==> src/sv/tmaf_pkg.sv <==
// package with constants shared by the trimmed-mean filter modules
package tmaf_pkg;

  localparam int SAMPLE_W         = 10;
  localparam int MV_W             = 16;
  localparam int BLOCK_SIZE_DEF   = 19;
  localparam int DISCARD_DEF      = 4;
  localparam int MV_NUM           = 100;
  localparam int MV_DEN           = 31;
  localparam int MV_NUM_W         = 7;
  localparam logic [MV_W-1:0] MV_MAX = '1;

endpackage

==> src/sv/trimmed_mean_adc_filter.sv <==
// trimmed-mean ADC filter top level: block collection and rank sequencer
//
// Samples are taken one per cycle while busy is low. The beat that
// completes a block of BLOCK_SIZE samples raises busy for the trim pass:
// every stored sample is ranked against all others by streaming the store
// through its single read port, followed by the millivolt scaling unit
// (a multiply by 100, then a reciprocal multiply that divides by 31).
// The result appears on voltage_mv_o as busy drops, with done_o high for
// exactly one cycle; it cannot be held off, so capture it then.
module trimmed_mean_adc_filter import tmaf_pkg::*; #(
  parameter int BLOCK_SIZE       = BLOCK_SIZE_DEF,
  parameter int DISCARD_EACH_END = DISCARD_DEF
) (
  input  logic                clk_i,
  input  logic                rst_ni,
  input  logic                start,
  output logic                busy,
  input  logic [SAMPLE_W-1:0] sample_i,
  output logic                done_o,
  output logic [MV_W-1:0]     voltage_mv_o
);

  localparam int IDX_W = $clog2(BLOCK_SIZE);
  localparam int CNT_W = $clog2(BLOCK_SIZE + 1);
  localparam int SUM_W = $clog2(BLOCK_SIZE * ((1 << SAMPLE_W) - 1) + 1);
  localparam logic [IDX_W-1:0] LAST = IDX_W'(BLOCK_SIZE - 1);

  typedef enum logic [2:0] {
    S_IDLE,
    S_OUTER,
    S_KEY,
    S_INNER,
    S_SCALE
  } state_e;

  state_e              state_q;
  logic [IDX_W-1:0]    fill_q;
  logic [IDX_W-1:0]    i_q;
  logic [CNT_W-1:0]    rd_q;
  logic                cmp_v_q;
  logic [IDX_W-1:0]    cmp_idx_q;
  logic [IDX_W-1:0]    rank_q;
  logic [SAMPLE_W-1:0] key_q;
  logic [SUM_W-1:0]    sum_q;
  logic                valid_q;
  logic [MV_W-1:0]     mv_q;

  logic                accept;
  logic [IDX_W-1:0]    raddr;
  logic [SAMPLE_W-1:0] rdata;
  logic                less;
  logic [IDX_W-1:0]    rank_nxt;
  logic                keep;
  logic                elem_done;
  logic [SUM_W-1:0]    sum_nxt;
  logic                scale_go;
  logic                scale_done;
  logic [MV_W-1:0]     scale_mv;

  assign accept = start && (state_q == S_IDLE);

  always_comb begin
    case (state_q)
      S_OUTER: raddr = i_q;
      S_KEY:   raddr = '0;
      S_INNER: raddr = rd_q[IDX_W-1:0];
      default: raddr = i_q;
    endcase
  end

  // ties are broken by store index so every sample gets a distinct rank
  always_comb begin
    less      = (rdata < key_q) || ((rdata == key_q) && (cmp_idx_q < i_q));
    rank_nxt  = rank_q + IDX_W'(less);
    keep      = (32'(rank_nxt) >= DISCARD_EACH_END) &&
                ((32'(rank_nxt) + DISCARD_EACH_END) < BLOCK_SIZE);
    elem_done = (state_q == S_INNER) && cmp_v_q && (cmp_idx_q == LAST);
    sum_nxt   = keep ? (sum_q + SUM_W'(key_q)) : sum_q;
    scale_go  = elem_done && (i_q == LAST);
  end

  always_ff @(posedge clk_i or negedge rst_ni) begin
    if (!rst_ni) begin
      state_q   <= S_IDLE;
      fill_q    <= '0;
      i_q       <= '0;
      rd_q      <= '0;
      cmp_v_q   <= 1'b0;
      cmp_idx_q <= '0;
      rank_q    <= '0;
      sum_q     <= '0;
      valid_q   <= 1'b0;
    end else begin
      valid_q <= 1'b0;
      case (state_q)
        S_IDLE: begin
          if (accept) begin
            if (fill_q == LAST) begin
              fill_q  <= '0;
              i_q     <= '0;
              sum_q   <= '0;
              state_q <= S_OUTER;
            end else begin
              fill_q <= fill_q + IDX_W'(1);
            end
          end
        end
        S_OUTER: begin
          state_q <= S_KEY;
        end
        S_KEY: begin
          rd_q      <= CNT_W'(1);
          cmp_v_q   <= 1'b1;
          cmp_idx_q <= '0;
          rank_q    <= '0;
          state_q   <= S_INNER;
        end
        S_INNER: begin
          if (rd_q < CNT_W'(BLOCK_SIZE)) begin
            rd_q      <= rd_q + CNT_W'(1);
            cmp_v_q   <= 1'b1;
            cmp_idx_q <= rd_q[IDX_W-1:0];
          end else begin
            cmp_v_q <= 1'b0;
          end
          if (cmp_v_q) begin
            rank_q <= rank_nxt;
          end
          if (elem_done) begin
            sum_q <= sum_nxt;
            if (i_q == LAST) begin
              state_q <= S_SCALE;
            end else begin
              i_q     <= i_q + IDX_W'(1);
              state_q <= S_OUTER;
            end
          end
        end
        S_SCALE: begin
          if (scale_done) begin
            valid_q <= 1'b1;
            state_q <= S_IDLE;
          end
        end
        default: begin
          state_q <= S_IDLE;
        end
      endcase
    end
  end

  always_ff @(posedge clk_i) begin
    if (state_q == S_KEY) begin
      key_q <= rdata;
    end
    if (scale_done) begin
      mv_q <= scale_mv;
    end
  end

  tmaf_store #(
    .DEPTH(BLOCK_SIZE)
  ) u_store (
    .clk_i  (clk_i),
    .we_i   (accept),
    .waddr_i(fill_q),
    .wdata_i(sample_i),
    .raddr_i(raddr),
    .rdata_o(rdata)
  );

  tmaf_scale #(
    .SUM_W(SUM_W)
  ) u_scale (
    .clk_i  (clk_i),
    .rst_ni (rst_ni),
    .start_i(scale_go),
    .sum_i  (sum_nxt),
    .done_o (scale_done),
    .mv_o   (scale_mv)
  );

  assign busy         = (state_q != S_IDLE);
  assign done_o       = valid_q;
  assign voltage_mv_o = mv_q;

endmodule

==> src/sv/tmaf_store.sv <==
// sample store: single-port-write, registered-read memory
module tmaf_store import tmaf_pkg::*; #(
  parameter int DEPTH = BLOCK_SIZE_DEF
) (
  input  logic                     clk_i,
  input  logic                     we_i,
  input  logic [$clog2(DEPTH)-1:0] waddr_i,
  input  logic [SAMPLE_W-1:0]      wdata_i,
  input  logic [$clog2(DEPTH)-1:0] raddr_i,
  output logic [SAMPLE_W-1:0]      rdata_o
);

  logic [SAMPLE_W-1:0] mem [DEPTH];
  logic [SAMPLE_W-1:0] rdata_q;

  always_ff @(posedge clk_i) begin
    if (we_i) begin
      mem[waddr_i] <= wdata_i;
    end
  end

  always_ff @(posedge clk_i) begin
    rdata_q <= mem[raddr_i];
  end

  assign rdata_o = rdata_q;

endmodule

==> src/sv/tmaf_scale.sv <==
// millivolt scaling: sum * 100, then divide by 31 through a reciprocal multiply
module tmaf_scale import tmaf_pkg::*; #(
  parameter int SUM_W = 15
) (
  input  logic             clk_i,
  input  logic             rst_ni,
  input  logic             start_i,
  input  logic [SUM_W-1:0] sum_i,
  output logic             done_o,
  output logic [MV_W-1:0]  mv_o
);

  localparam int XW    = SUM_W + MV_NUM_W;
  // 31 < 2**5, so five extra fraction bits keep the rounded-up reciprocal exact
  localparam int SHIFT = XW + 5;
  localparam int RW    = SHIFT - 4;
  localparam int PW    = XW + RW;
  localparam longint RECIP = ((longint'(1) << SHIFT) + longint'(MV_DEN - 1)) /
                             longint'(MV_DEN);
  localparam logic [RW-1:0] RECIP_C = RW'(RECIP);

  logic [XW-1:0] x_q;
  logic [XW-1:0] q_q;
  logic          stage_q;
  logic          done_q;
  logic [PW-1:0] prod;
  logic [XW-1:0] q_d;

  always_comb begin
    prod = PW'(x_q) * PW'(RECIP_C);
    q_d  = XW'(prod >> SHIFT);
  end

  always_ff @(posedge clk_i or negedge rst_ni) begin
    if (!rst_ni) begin
      stage_q <= 1'b0;
      done_q  <= 1'b0;
    end else begin
      stage_q <= start_i;
      done_q  <= stage_q;
    end
  end

  always_ff @(posedge clk_i) begin
    if (start_i) begin
      x_q <= XW'(sum_i) * XW'(MV_NUM);
    end
    if (stage_q) begin
      q_q <= q_d;
    end
  end

  assign done_o = done_q;
  assign mv_o   = (|q_q[XW-1:MV_W]) ? MV_MAX : q_q[MV_W-1:0];

endmodule

==> config.mk <==
export PLATFORM = sky130hd
export DESIGN_NAME = trimmed_mean_adc_filter
export DESIGN_NICKNAME = d
export VERILOG_FILES = /design/src/sv/tmaf_pkg.sv /design/src/sv/trimmed_mean_adc_filter.sv /design/src/sv/tmaf_store.sv /design/src/sv/tmaf_scale.sv
export SDC_FILE = /design/constraint.sdc
export NUM_CORES = 1
export LEC_CHECK = 0
export BUFFER_PORTS_ARGS = -buffer_cell sky130_fd_sc_hd__buf_2
export CORE_MARGIN = 4
export CORE_UTILIZATION = 50
export DETAILED_ROUTE_END_ITERATION = 10
export PLACE_DENSITY = 0.7
export SYNTH_ARGS = -nofsm -noshare
export SYNTH_HDL_FRONTEND = slang
export SYNTH_HIERARCHICAL = 1
export SYNTH_SLANG_ARGS = --single-unit
==> constraint.sdc <==
create_clock -name clk_i -period 5.95 [get_ports clk_i]
set_clock_uncertainty 0.2 [all_clocks]
set_input_delay 0.2975 -clock clk_i [delete_from_list [all_inputs] [get_ports clk_i]]
set_output_delay 0.2975 -clock clk_i [all_outputs]
set_load 0.05 [all_outputs]
==> flow_summary.json <==
{
  "min_path_cells": 5,
  "hold_end": "state_q[2]",
  "cts_buffers": 35,
  "die_y_um": 200,
  "fp.dieW_um": 200,
  "violations": "setup timing",
  "ff2ff_path_depth": 31,
  "hold_path.class": "input pin to flip-flop",
  "initial_core_util": 0.512,
  "synthMuxAreaShare": 0.0728,
  "area_growth_pct": 16.3,
  "hpwlAfterDp_um": 27100,
  "first_iter_violations": 576,
  "synth_top_family_by_area": "adder cells",
  "dp_worst_setup_slack_ns": -0.276,
  "vias": 11300,
  "wl_um": 38300,
  "synthAdderAreaFrac": 0.221,
  "setup_viol": 6,
  "slowest_stage": "fa_1",
  "yosysWarningCount": 6,
  "netlist_instances": 1411,
  "ys_dominant_reg_cell": "edfxtp_1",
  "ios": 31,
  "yosysSeqAreaShare": 0.489,
  "gp_congestion": 0.854,
  "ant_nets": 0,
  "drive_gt1_frac": 0.191,
  "wl_per_cell_um": 19.0,
  "tightest_slew_ns": 1.11,
  "dpl.cell_count": 1932,
  "vias_per_cell": 5.61,
  "clock_path_buffers": 3,
  "synth_area_um2": 18400,
  "synth_nets": 1719,
  "critPathMostFrequentCell": "ha_4",
  "cap_violations": 0,
  "portBuffers": 30,
  "hold_violations": 0,
  "nets": 1839,
  "critPathCaptureType": "flip-flop",
  "synthXorXnorAreaFrac": 0.0238,
  "startpoint_type": "flip-flop",
  "critical-path-top-delay-family": "compound AO/OA/AOI/OAI gates",
  "synth_top_area_share": 0.415,
  "max-slew-margin-rel": 0.259,
  "setup_slack_ns": -0.158,
  "antenna_found_initial": 0,
  "grt_pass1_wl_um": 61000,
  "fin_crit_ns": 6.11,
  "synth.area.top_cells": "edfxtp_1 41%, ha_1 17%, dfrtp_1 6.4%",
  "cp_max_fo": 7,
  "first_pass_iters": 5,
  "final_common_cell": "edfxtp_1",
  "cts_sinks": 311,
  "r2r-end": "u_scale/x_q[21]",
  "final_cell_mix": "254 x edfxtp_1, 221 x ha_1, 152 x inv_1",
  "fmax_mhz": 164,
  "fillers": 2695,
  "synth_area_per_cell_um2": 13.0,
  "synth_compound_area_frac": 0.0777,
  "root_buffer": "clkbuf_16",
  "whs_ns": 0.0454,
  "crit_required_ns": 6.04,
  "grt_max_degree": 51,
  "core-area_um2": 35900,
  "die-area_um2": 39900,
  "ys_seq_elements": 311,
  "ff_latch_area_um2": 9000,
  "critPathBufInv": 4,
  "cts_tree": "yes",
  "synthArstFlopShare": 0.151,
  "gr-total-overflow": 0,
  "critPathMaxStageDelay_ns": 0.49,
  "insertion_delay_ns": 0.55,
  "fp-row-count": 69,
  "arrival_ns": 6.20,
  "synth_edf_count": 254,
  "crit_type": "flip-flop to flip-flop",
  "rrSetupSlack_ns": -0.16,
  "post-route-drc-count": 0,
  "diodes": 0,
  "finalCritPeriodShare": 1.03,
  "ys_types": 76,
  "slew_violations": 0,
  "synthSimpleGateAreaFrac": 0.0735,
  "synth_top_area_cell": "edfxtp_1",
  "r2r-start": "key_q[1]",
  "status": "finished with violations",
  "hp-start": "start",
  "multiInputGateArea_um2": 9240,
  "final-instance-count-excl-fill": 2019,
  "grt_setup_unrepaired": "true",
  "grt_pass1_vias": 11800,
  "htreeDepth": 2,
  "grtUsageTotal": 0.195,
  "clk_pin_slew_ns": 0.06
}
## cells in the mapped netlist, drive strengths merged (21+ instances only)
master / count
edfxtp: 254
ha: 246
inv: 160
nand2: 73
o21ai: 73
nor2: 50
a21oi: 49
fa: 49
dfrtp: 47
nand3: 45
mux4: 40
xnor2: 32
mux2i: 21
## repair_timing
| action | CTS | global route |
|---|---|---|
| hold buffers | 11 | 0 |
| setup buffers | 9 | 7 |
| resized for setup | 21 | 50 |
| pin swaps | 21 | 32 |
| endpoints found under the hold margin | 229 | 0 |
| setup endpoints to repair | 9 | 12 |
## registers in the layout, indices dropped and copies added, names as in the netlist, 3 cells and up
name,count
u_store/mem,190
u_scale/x_q,20
u_scale/q_q,18
voltage_mv_o,16
sum_q,15
key_q,10
u_store/rdata_o,10
cmp_idx_q,5
fill_q,5
i_q,5
rank_q,5
rd_q,5
state_q,3
## routing by layer
layer / GRT usage / up-vias / share of wire
met3: 0.0299 / 72 / 0.036
met5: 0 / - / 0
met4: 0.0599 / 0 / 0.030
met1: 0.232 / 5593 / 0.40
met2: 0.363 / 218 / 0.53
li1: - / 5442 / -
## stage by stage
step / cell area (µm²) / utilization / TNS [ns]
4_1_cts: 21100 / 0.587 / -0.374
3_3_place_gp: 19600 / 0.547 / -0.727
5_1_grt: 21400 / 0.596 / -2.11
6_report: 21400 / 0.596 / -0.470
2_1_floorplan: 18600 / - / -0.0174
3_5_place_dp: 19600 / 0.547 / -1.71
## tightest hold or removal path: cells and delay by family
| family | cells | cell delay, ns |
|---|---|---|
| AND/OR/NAND/NOR | 3 | 0.17 |
| buffers and inverters | 1 | 0.12 |
| AO/OA/AOI/OAI | 1 | 0.16 |
## how the worst max path moves through the flow
stage          slack, ns  depth (start not counted)              end  startpoint
3_5_place_dp       -0.28                         31  u_scale/x_q[20]    key_q[1]
4_1_cts            -0.11                         30  u_scale/x_q[21]    key_q[1]
2_1_floorplan      -0.01                         30  u_scale/x_q[21]    key_q[1]
6_report           -0.16                         31  u_scale/x_q[21]    key_q[1]
3_3_place_gp       -0.15                         31  u_scale/x_q[20]    key_q[1]
5_1_grt            -0.37                         33  u_scale/x_q[20]    key_q[1]
## layout make-up
type,count,area share
Clock buffer,44,0.0425
Tap cell,461,0.0270
Timing Repair Buffer,117,0.0403
Inverter,160,0.0281
Multi-Input combinational cell,906,0.432
Clock inverter,20,0.00953
Sequential cell,311,0.421
## kinds of logic after synthesis
family          count (synthesis)
flops                         311
fa+ha+maj                     295
simple gates                  268
compound gates                217
buf+inv                       194
mux                            76
xor+xnor                       50
Power is not shown: default switching activity piles up to over one toggle a cycle in this logic, so the estimate is an artifact.
